==> src/hdl/bdq_pkg.sv <==
package bdq_pkg;

  localparam int DATA_W = 32;
  localparam int OP_W = 3;
  localparam int STATUS_W = 2;

  // A dump reports at most this many entries.
  localparam int RESULT_CAP = 16;

  typedef logic [OP_W-1:0] op_t;
  typedef logic signed [DATA_W-1:0] data_t;
  typedef logic [STATUS_W-1:0] status_t;

  localparam op_t OP_PUSH_FRONT = 3'd0;
  localparam op_t OP_PUSH_BACK = 3'd1;
  localparam op_t OP_POP_FRONT = 3'd2;
  localparam op_t OP_POP_BACK = 3'd3;
  localparam op_t OP_DUMP = 3'd4;

  localparam status_t ST_OK = 2'd0;
  localparam status_t ST_EMPTY = 2'd1;
  localparam status_t ST_FULL = 2'd2;

endpackage

==> src/hdl/bdq_in_if.sv <==
interface bdq_in_if;
  import bdq_pkg::*;

  logic valid;
  logic ready;
  op_t operation;
  data_t item;

  modport source (output valid, output operation, output item, input ready);
  modport sink (input valid, input operation, input item, output ready);
endinterface

==> src/hdl/bdq_out_if.sv <==
interface bdq_out_if;
  import bdq_pkg::*;

  logic valid;
  logic ready;
  data_t value;
  status_t status;
  logic last;

  modport source (output valid, output value, output status, output last, input ready);
  modport sink (input valid, input value, input status, input last, output ready);
endinterface

==> src/hdl/bounded_deque_engine_unit.sv <==
// Bounded double-ended queue of signed 32-bit words held in a ring memory.
// A push result is registered from state S_ADDR, a pop result from the memory read in S_RD;
// each dumped entry passes through S_ADDR, S_RD and S_OUT in turn.
// A new input word is taken only in S_IDLE, after the last result has been handed off;
// a dump holds the input until every reported entry has gone, one memory read per entry.
// Reset (rst, synchronous, active high) empties the queue; stored words are not cleared.
module bounded_deque_engine_unit #(
  parameter int DEPTH = 16
) (
  input logic clk,
  input logic rst,
  bdq_in_if.sink in_ch,
  bdq_out_if.source out_ch
);
  import bdq_pkg::*;

  localparam int IDX_W = $clog2(DEPTH);
  localparam int CNT_W = $clog2(DEPTH + 1);

  // Sequencer states. The block takes a new input word only in S_IDLE.
  localparam logic [1:0] S_IDLE = 2'd0;
  localparam logic [1:0] S_ADDR = 2'd1;
  localparam logic [1:0] S_RD = 2'd2;
  localparam logic [1:0] S_OUT = 2'd3;

  logic [1:0] state;

  // Queue bookkeeping: ring index of the front entry and number of stored entries.
  logic [IDX_W-1:0] front;
  logic [CNT_W-1:0] occ;

  // Captured input word and dump progress.
  op_t op;
  data_t item;
  logic [CNT_W-1:0] cnt;
  logic [CNT_W-1:0] dump_len;

  // Output register; the result stays here until the sink takes it.
  logic out_valid;
  data_t out_value;
  status_t out_status;
  logic out_last;

  // The ring memory, with a registered read port.
  data_t mem [DEPTH];
  data_t rdata;

  logic [IDX_W-1:0] offset;
  logic [IDX_W-1:0] ring_addr;
  logic is_push;
  logic is_pop;
  logic wr_en;
  logic rd_en;

  assign in_ch.ready = (state == S_IDLE);
  assign out_ch.valid = out_valid;
  assign out_ch.value = out_value;
  assign out_ch.status = out_status;
  assign out_ch.last = out_last;

  assign is_push = (op == OP_PUSH_FRONT) || (op == OP_PUSH_BACK);
  assign is_pop = (op == OP_POP_FRONT) || (op == OP_POP_BACK);

  // Every ring position goes through one shared modular adder: front plus an offset that
  // depends on the operation. In S_RD a pop from the front reuses it to step the front.
  always_comb begin
    offset = '0;
    if (state == S_RD) begin
      offset = IDX_W'(1);
    end else begin
      unique case (op)
        OP_PUSH_FRONT: offset = IDX_W'(DEPTH - 1);
        OP_PUSH_BACK: offset = occ[IDX_W-1:0];
        OP_POP_FRONT: offset = '0;
        OP_POP_BACK: offset = IDX_W'(occ - 1'b1);
        OP_DUMP: offset = cnt[IDX_W-1:0];
        default: offset = '0;
      endcase
    end
  end

  bdq_ring_addr #(
    .DEPTH(DEPTH)
  ) u_ring_addr (
    .base(front),
    .offset(offset),
    .addr(ring_addr)
  );

  // A full queue drops the push; an empty one answers pops and dumps with status only.
  assign wr_en = (state == S_ADDR) && is_push && (occ != CNT_W'(DEPTH));
  assign rd_en = (state == S_ADDR) && (is_pop || (op == OP_DUMP)) && (occ != '0);

  always_ff @(posedge clk) begin
    if (wr_en) begin
      mem[ring_addr] <= item;
    end
    if (rd_en) begin
      rdata <= mem[ring_addr];
    end
  end

  always_ff @(posedge clk) begin
    if (rst) begin
      state <= S_IDLE;
      front <= '0;
      occ <= '0;
      out_valid <= 1'b0;
    end else begin
      unique case (state)
        S_IDLE: begin
          if (in_ch.valid) begin
            op <= in_ch.operation;
            item <= in_ch.item;
            cnt <= '0;
            // Codes beyond the dump produce no result and leave the queue alone.
            if (in_ch.operation <= OP_DUMP) begin
              state <= S_ADDR;
            end
          end
        end
        S_ADDR: begin
          if (is_push) begin
            out_value <= '0;
            out_last <= 1'b1;
            out_valid <= 1'b1;
            state <= S_OUT;
            if (occ == CNT_W'(DEPTH)) begin
              out_status <= ST_FULL;
            end else begin
              out_status <= ST_OK;
              occ <= occ + 1'b1;
              if (op == OP_PUSH_FRONT) begin
                front <= ring_addr;
              end
            end
          end else if (occ == '0) begin
            out_value <= '0;
            out_status <= ST_EMPTY;
            out_last <= 1'b1;
            out_valid <= 1'b1;
            state <= S_OUT;
          end else begin
            if (occ > CNT_W'(RESULT_CAP) && DEPTH > RESULT_CAP) begin
              dump_len <= CNT_W'(RESULT_CAP);
            end else begin
              dump_len <= occ;
            end
            state <= S_RD;
          end
        end
        S_RD: begin
          out_value <= rdata;
          out_status <= ST_OK;
          out_valid <= 1'b1;
          state <= S_OUT;
          if (op == OP_DUMP) begin
            out_last <= (CNT_W'(cnt + 1'b1) == dump_len);
          end else begin
            out_last <= 1'b1;
            occ <= occ - 1'b1;
            // Removing the only entry returns the ring to its reset position.
            if (occ == CNT_W'(1)) begin
              front <= '0;
            end else if (op == OP_POP_FRONT) begin
              front <= ring_addr;
            end
          end
        end
        S_OUT: begin
          if (out_ch.ready) begin
            out_valid <= 1'b0;
            if ((op == OP_DUMP) && !out_last) begin
              cnt <= cnt + 1'b1;
              state <= S_ADDR;
            end else begin
              state <= S_IDLE;
            end
          end
        end
        default: state <= S_IDLE;
      endcase
    end
  end
endmodule

==> src/hdl/bdq_ring_addr.sv <==
module bdq_ring_addr #(
  parameter int DEPTH = 16
) (
  input logic [$clog2(DEPTH)-1:0] base,
  input logic [$clog2(DEPTH)-1:0] offset,
  output logic [$clog2(DEPTH)-1:0] addr
);
  localparam int IDX_W = $clog2(DEPTH);

  logic [IDX_W:0] sum;

  // Both operands are below DEPTH, so one conditional subtract wraps the sum.
  always_comb begin
    sum = {1'b0, base} + {1'b0, offset};
    if (sum >= (IDX_W+1)'(DEPTH)) begin
      addr = IDX_W'(sum - (IDX_W+1)'(DEPTH));
    end else begin
      addr = sum[IDX_W-1:0];
    end
  end
endmodule

==> src/flat_wrapper.sv <==
// flat-port wrapper written by rule: the top's interface ports become plain ports
module bounded_deque_engine_unit_flat import bdq_pkg::*;
#(
  parameter int DEPTH = 16
)
  (clk, rst, in_ch_valid, in_ch_operation, in_ch_item, in_ch_ready, out_ch_valid, out_ch_value, out_ch_status, out_ch_last, out_ch_ready);
  bdq_in_if in_ch_i ();
  bdq_out_if out_ch_i ();
  input logic clk;
  input logic rst;
  input wire logic [$bits(in_ch_i.valid)-1:0] in_ch_valid;
  input wire logic [$bits(in_ch_i.operation)-1:0] in_ch_operation;
  input wire logic [$bits(in_ch_i.item)-1:0] in_ch_item;
  output wire logic [$bits(in_ch_i.ready)-1:0] in_ch_ready;
  output wire logic [$bits(out_ch_i.valid)-1:0] out_ch_valid;
  output wire logic [$bits(out_ch_i.value)-1:0] out_ch_value;
  output wire logic [$bits(out_ch_i.status)-1:0] out_ch_status;
  output wire logic [$bits(out_ch_i.last)-1:0] out_ch_last;
  input wire logic [$bits(out_ch_i.ready)-1:0] out_ch_ready;
  assign in_ch_i.valid = in_ch_valid;
  assign in_ch_i.operation = in_ch_operation;
  assign in_ch_i.item = in_ch_item;
  assign in_ch_ready = in_ch_i.ready;
  assign out_ch_valid = out_ch_i.valid;
  assign out_ch_value = out_ch_i.value;
  assign out_ch_status = out_ch_i.status;
  assign out_ch_last = out_ch_i.last;
  assign out_ch_i.ready = out_ch_ready;
  bounded_deque_engine_unit #(.DEPTH(DEPTH)) u_core (.clk(clk), .rst(rst), .in_ch(in_ch_i), .out_ch(out_ch_i));
endmodule
==> config.mk <==
export PLATFORM = sky130hd
export DESIGN_NAME = bounded_deque_engine_unit_flat
export DESIGN_NICKNAME = d
export VERILOG_FILES = /design/src/hdl/bdq_pkg.sv /design/src/hdl/bdq_in_if.sv /design/src/hdl/bdq_out_if.sv /design/src/hdl/bounded_deque_engine_unit.sv /design/src/hdl/bdq_ring_addr.sv /design/src/flat_wrapper.sv
export SDC_FILE = /design/constraint.sdc
export NUM_CORES = 1
export LEC_CHECK = 0
export BUFFER_PORTS_ARGS = -buffer_cell sky130_fd_sc_hd__buf_4
export CAP_MARGIN = 15
export CORE_MARGIN = 4
export CORE_UTILIZATION = 40
export DETAILED_ROUTE_END_ITERATION = 16
export PLACE_DENSITY_LB_ADDON = 0.3
export SLEW_MARGIN = 20
export SYNTH_ARGS = -nofsm -noshare
export SYNTH_HDL_FRONTEND = slang
export SYNTH_SLANG_ARGS = --single-unit
==> constraint.sdc <==
create_clock -name clk -period 8.35 [get_ports clk]
set_input_delay 1.67 -clock clk [delete_from_list [all_inputs] [get_ports clk]]
set_output_delay 1.67 -clock clk [all_outputs]
set_load 0.01 [all_outputs]
=== After elaboration in Yosys (flattened, before gate mapping) ===
Memories as Yosys holds them, arrays and structs flattened. A register that Yosys moved wholly into a read port is not among the register bits.
Index checks and enable logic that the tools add are counted.

* Register bits: 92
* Latch bits: 0
* RAM bits: 512
* Bits in read-only memories: 0
* Output and inout port bits: 37
* Logic and storage cells: 107
* Memories kept: 1

* Add/sub/neg operators: 5
* Multipliers: 0
* Divide/modulo/power cells: 0
* Magnitude comparators: 2
* Eq/ne operators: 21
* Shift-type cells: 0
* Muxes and demuxes: 40
* Bitwise operators: 3
* Reductions and logical operators: 24

{| class="wikitable"
|+ Memories
! memory !! depth !! bits a word !! read ports !! clocked after memory_dff !! wr ports !! RTL line !! source
|-
| u_core.mem || 16 || 32 || 1 || 1 || 1 || bounded_deque_engine_unit.sv:45 || <nowiki>data_t mem [DEPTH];</nowiki>
|}

{| class="wikitable"
|+ Operators with widths
! cell !! number
|-
| $mux W32 || 2
|-
| $pmux W32 S2 || 1
|-
| $mux W4 || 8
|-
| $mux W5 || 6
|-
| $pmux W5 S2 || 2
|-
| $pmux W4 S4 || 1
|-
| $mux W2 || 7
|-
| $reduce_and A3 Y1 || 4
|-
| $add A5 B1 Y5 const B || 2
|-
| $mux W1 || 8
|-
| $ne A2 B1 Y1 const B || 4
|-
| $ne A2 B2 Y1 const B || 4
|-
| $pmux W2 S4 || 1
|-
| $pmux W4 S2 || 1
|-
| $reduce_and A4 Y1 || 2
|-
| $eq A3 B2 Y1 const B || 2
|-
| $ne A3 B2 Y1 const B || 2
|-
| $reduce_and A6 Y1 || 1
|-
| $add A4 B4 Y5 || 1
|-
| $eq A5 B1 Y1 const B || 1
|-
| $eq A5 B5 Y1 || 1
|-
| $eq A5 B5 Y1 const B || 1
|-
| $ge A5 B5 Y1 const B || 1
|-
| $logic_and A1 B1 Y1 || 5
|-
| other kinds (21) || 27
|}

=== Longest topological paths before layout ===
* Depth in word-level cells: 10
* Mapped depth: 13
* Mapped depth without buffers: 12

=== Hierarchy ===
From an unflattened synthesis, not the netlist that was laid out.

* Cells, all modules: 1039
* Area, all modules: 24135.6 µm²

{| class="wikitable"
|+ By module, submodules not included
! module !! instances !! cells each !! area an instance (µm²)
|-
| bounded_deque_engine_unit || 1 || 1030 || 24035.6
|-
| bdq_ring_addr || 1 || 9 || 100.1
|}

=== Worst setup path before layout ===
OpenSTA, ideal clock, no wires.

* Kind: register -> register
* From: reg u_core.state[0]
* To: mem u_core.mem[11][0] (netlist name), enable pin
* Arrival: 4.734 ns
* Data required time: 7.889 ns
* Path slack: 3.155 ns
* Cell stages (with the launch flop): 13
* Buffers on the path: 4
* Cells stage by stage: dfxtp_1 inv_1 ha_1 buf_2 inv_1 o221ai_1 ha_1 fa_1 buf_2 buf_2 buf_1 nand3_1 nor3_1

* Longest elaborated chain between the ends: 5
* Elaborated cells between the ends (all ways): 11

{| class="wikitable"
|+ RTL lines
! element !! RTL line !! source
|-
| start: declaration || bounded_deque_engine_unit.sv:26 || <nowiki>logic [1:0] state;</nowiki>
|-
| start signal: assignment || bounded_deque_engine_unit.sv:105 || <nowiki>state <= S_IDLE;</nowiki>
|-
| start signal: assignment || bounded_deque_engine_unit.sv:118 || <nowiki>state <= S_ADDR;</nowiki>
|-
| start signal: assignment || bounded_deque_engine_unit.sv:127 || <nowiki>state <= S_OUT;</nowiki>
|-
| $eq A2 B2 Y1 or $eq A2 B1 Y1 (tied branches) || bounded_deque_engine_unit.sv:68, bounded_deque_engine_unit.sv:91 ||
|-
| $mux W4 or $logic_and A1 B1 Y1 (tied branches) || bounded_deque_engine_unit.sv:68, bounded_deque_engine_unit.sv:91 ||
|-
| $add A4 B4 Y5 or $logic_and A1 B1 Y1 (tied branches) || bdq_ring_addr.sv:14, bounded_deque_engine_unit.sv:91 ||
|-
| $sub A4 B1 Y4 (tied with other cells) || bdq_ring_addr.sv:16 || <nowiki>addr = IDX_W'(sum - (IDX_W+1)'(DEPTH));</nowiki>
|-
| $mux W4 or $mux W1 (tied branches) || bdq_ring_addr.sv:15, bounded_deque_engine_unit.sv:96 ||
|-
| end: declaration || bounded_deque_engine_unit.sv:45 ||
|}

Several ways; a longest one is shown, not always the timed one.

=== Final worst setup path ===
* From: reg u_core.state[0]
* To: reg u_core.rdata[22], read port of u_core.mem (data pin)

* Longest elaborated chain between the ends: 5
* Elaborated cells between the ends (all ways): 9

{| class="wikitable"
|+ RTL lines
! element !! RTL line !! source
|-
| $eq A2 B2 Y1 || bounded_deque_engine_unit.sv:68 || <nowiki>if (state == S_RD) begin</nowiki>
|-
| $mux W4 || bounded_deque_engine_unit.sv:68 ||
|-
| $add A4 B4 Y5 || bdq_ring_addr.sv:14 || <nowiki>sum = {1'b0, base} + {1'b0, offset};</nowiki>
|-
| $sub A4 B1 Y4 or $ge A5 B5 Y1 (tied branches) || bdq_ring_addr.sv:16, bdq_ring_addr.sv:15 ||
|-
| $mux W4 || bdq_ring_addr.sv:15 || <nowiki>if (sum >= (IDX_W+1)'(DEPTH)) begin</nowiki>
|-
| end: declaration || bounded_deque_engine_unit.sv:46 || <nowiki>data_t rdata;</nowiki>
|}

Several ways; a longest one is shown, not always the timed one.
A chain may end at the register's enable or synchronous reset.

==> reports/metrics.yaml <==
cp_max_fo: 66
min_to: "u_core.front[2]$_SDFFE_PP0P_"
core_sq_mm: 0.0605
cp-start-kind: "flop"
synth_cell_types: 58
via_per_inst: 5.37
fin_tns_setup_ns: 0
maxCapViolations: 0
initial_utilization_pct: 40.4
min_from: "u_core.front[2]$_SDFFE_PP0P_"
drt_first_pass_iters: 6
relSlewSlack_pct: 30.1
portBuffers: 75
syn_nets: 1160
postCtsSetupBuffers: 0
post_cts_resize_count: 0
finalHoldViolCount: 0
synth_ff_type: "edfxtp_1"
syn_to_final_growth_pct: 15.1
core.rowCount: 90
power_density_mw_per_mm2: 323
cts_tree: "built"
yosys_warnings: 0
die_w_um: 255
diodes: 0
syn_inst: 1108
slew_violations: 0
finalCritPeriodShare_pct: 61.8
critPathKind: "reg -> reg"
p_leak_nw: 8.90
fin_skew_ns: 0.0191
cp_num_buf_inv: 4
status: "completed"
min_delay_path_depth: 2
syn_area_sq_mm: 0.0245
period_needed_ns: 5.16
grt_setup_unrepaired: "no"
gp_congestion: 0.757
wire_per_inst_um: 24.6
post-dp-hpwl_um: 26600
r2r_start: "u_core.state[0]$_SDFFE_PP0P_"
holdCritPathClass: "reg -> reg"
grt_usage_pct: 15.8
grt_antenna_before_repair: 0
async_flop_share_pct: 0
routed_wl_um: 50600
r2r_slack_ns: 3.19
synth_seq_cells: 636
avgSynthCellArea_sq_um: 22.1
rr_worst_depth: 11
drtAntennaViolNets: 0
slowest_stage: "fa_4"
cts_buffer_depth: 3
ys_seq_area_share_pct: 77.6
path_cells: "inv_1, ha_4, inv_1, o221ai_1, ha_4, fa_4, buf_4, buf_4, mux4_2, mux2i_1, mux2i_1"
drc: 0
worst_pin_slew_ns: 1.05
synth_edf_count: 624
die_y_um: 255
grt_max_degree: 119
fmaxAchievable_ghz: 0.194
finalNonFillerCells: 2060
dp.cells: 1940
r2r_end: "u_core.rdata[22]$_DFFE_PP_"
ctsHoldBuffers: 0
clk_latency_ns: 0.59
grt_pass1_vias: 11749
nNetsFinal: 1280
grt_remaining_overflow: 0
cts_inserted_buffers: 68
required_ns: 8.65
root_buffer: "clkbuf_16"
drive_gt1_share_pct: 27.6
max-vdd-ir-drop_uv: 302
htreeDepth: 3
path_delay_family: "buffers and inverters"
vias: 11063
setup_viol: 0
grt_pass1_wl_um: 76100
end_kind: "flop"
clock-sinks: 636
dr.first_iter.drc_count: 973
critical_path_arrival_ns: 5.46
critical_path.max_stage_delay_ns: 0.99
io_pins: 76
path_clk_slew_ns: 0.05
dieArea_sq_mm: 0.0652
cell usage after synthesis, drive strengths merged (2+ instances only):
master | number | area, sq um
clkbuf | 19 | 71.3
nor2b | 7 | 43.8
dfxtp | 12 | 240
and2 | 35 | 219
nor3 | 21 | 110
a31oi | 2 | 27.5
inv | 10 | 37.5
nor2 | 14 | 60.1
a21o | 2 | 15.0
a21oi | 18 | 90.1
and3 | 6 | 38.8
or3 | 4 | 25.0
xor2 | 8 | 77.6
mux2i | 97 | 971
nor4b | 3 | 26.3
ha | 12 | 150
nand3 | 4 | 20.0
nand2b | 2 | 12.5
mux4 | 128 | 2880
o21ai | 5 | 25.0
nand2 | 9 | 36.3
buf | 34 | 209
edfxtp | 624 | 18700
xnor2 | 9 | 105
or3b | 2 | 17.5
cell type report:
cell class,instances,area [sq um]
clock buffers,89,1830
clock inverters,31,243
fillers,4905,32300
inverters,10,37.5
multi-input cells,409,5300
flip-flops and latches,636,19000
well taps,782,978
repair buffers,103,786
cell usage in the layout, fill, tap and decap left out, types with 4 or more instances in the layout:
| master | instances |
|---|---|
| mux4_2 | 128 |
| a21oi_1 | 17 |
| xnor2_1 | 7 |
| nor2_1 | 13 |
| clkinv_1 | 16 |
| edfxtp_1 | 624 |
| nor2b_1 | 7 |
| dfxtp_1 | 12 |
| clkbuf_16 | 70 |
| mux2i_1 | 97 |
| o21ai_0 | 5 |
| buf_4 | 102 |
| inv_1 | 9 |
| xor2_1 | 6 |
| and3_2 | 4 |
| inv_6 | 5 |
| nand3_1 | 4 |
| nor3_2 | 13 |
| nor3_1 | 8 |
| and2_1 | 35 |
| nand2_1 | 8 |
| or3_1 | 4 |
| ha_1 | 10 |
| clkbuf_1 | 18 |
| clkinv_2 | 5 |
sequential cells by signal (all words and copies together) (netlist names):
register / flops
u_core.mem: 512
u_core.item: 32
u_core.out_ch.value: 32
u_core.rdata: 32
u_core.cnt: 5
u_core.dump_len: 5
u_core.occ: 5
u_core.front: 4
u_core.op: 3
u_core.out_ch.status: 2
u_core.state: 2
u_core.out_ch.last: 1
u_core.out_ch.valid: 1
stage by stage:
step	power (W)	worst slack (ns)	utilization, %	cell area (sq um)	hold WS (ns)
finish	0.00908	3.19	46.6	28200	0.463
detailed placement	0.00637	2.82	43.1	26100	0.453
floorplan	0.00573	3.16	-	24500	0.409
CTS	0.00921	2.81	46.5	28100	0.463
global route	0.00951	2.93	46.6	28200	0.484
global placement	0.00634	2.88	43.1	26100	0.443
where the power goes:
| group | internal (W) | leakage (nW) | total (W) | switching [W] |
|---|---|---|---|---|
| Sequential | 0.00381 | 5.73 | 0.00394 | 0.000134 |
| Combinational | 0.00112 | 2.16 | 0.00232 | 0.00120 |
| Clock | 0.00164 | 1.01 | 0.00282 | 0.00118 |
| Total | 0.00657 | 8.90 | 0.00908 | 0.00251 |
layer usage:
metal / GRT usage, % / share of wire [%]
met4: 4.18 / 1.5
met3: 2.58 / 4.4
met5: 0 / 0
met1: 21.7 / 44
met2: 26.7 / 50
logic make-up (layout without fill, tap and decap cells):
group	count (synthesis)	count (layout)	share of synthesized area, %
AOI/OAI and AO/OA	41	41	1.19
buffers and inverters	63	233	1.30
and+or+nand+nor	113	113	2.69
muxes	225	225	15.8
xor gates and xnor gates	17	17	0.747
adders and majority gates	13	13	0.696
DFF	636	636	77.6
worst register-to-register path, stage by stage (launching register included):
cell and delay [ns]:
dfxtp_1 0.37, inv_1 0.11, ha_4 0.36, inv_1 0.25, o221ai_1 0.20, ha_4 0.22, fa_4 0.99, buf_4 0.87
buf_4 0.80, mux4_2 0.41, mux2i_1 0.22, mux2i_1 0.10
worst max path at each step:
stage | start | endpoint | slack [ns] | cells past startpoint
global placement | u_core.state[0]$_SDFFE_PP0P_ | u_core.rdata[22]$_DFFE_PP_ | 2.88 | 11
global route | u_core.state[0]$_SDFFE_PP0P_ | u_core.rdata[18]$_DFFE_PP_ | 2.93 | 11
finish | u_core.state[0]$_SDFFE_PP0P_ | u_core.rdata[22]$_DFFE_PP_ | 3.19 | 11
floorplan | u_core.state[0]$_SDFFE_PP0P_ | u_core.mem[11][0]$_DFFE_PP_ | 3.16 | 12
detailed placement | u_core.state[0]$_SDFFE_PP0P_ | u_core.rdata[22]$_DFFE_PP_ | 2.82 | 11
CTS | u_core.state[0]$_SDFFE_PP0P_ | u_core.rdata[22]$_DFFE_PP_ | 2.81 | 11
No activity file was read; power rests on OpenSTA's default activity.
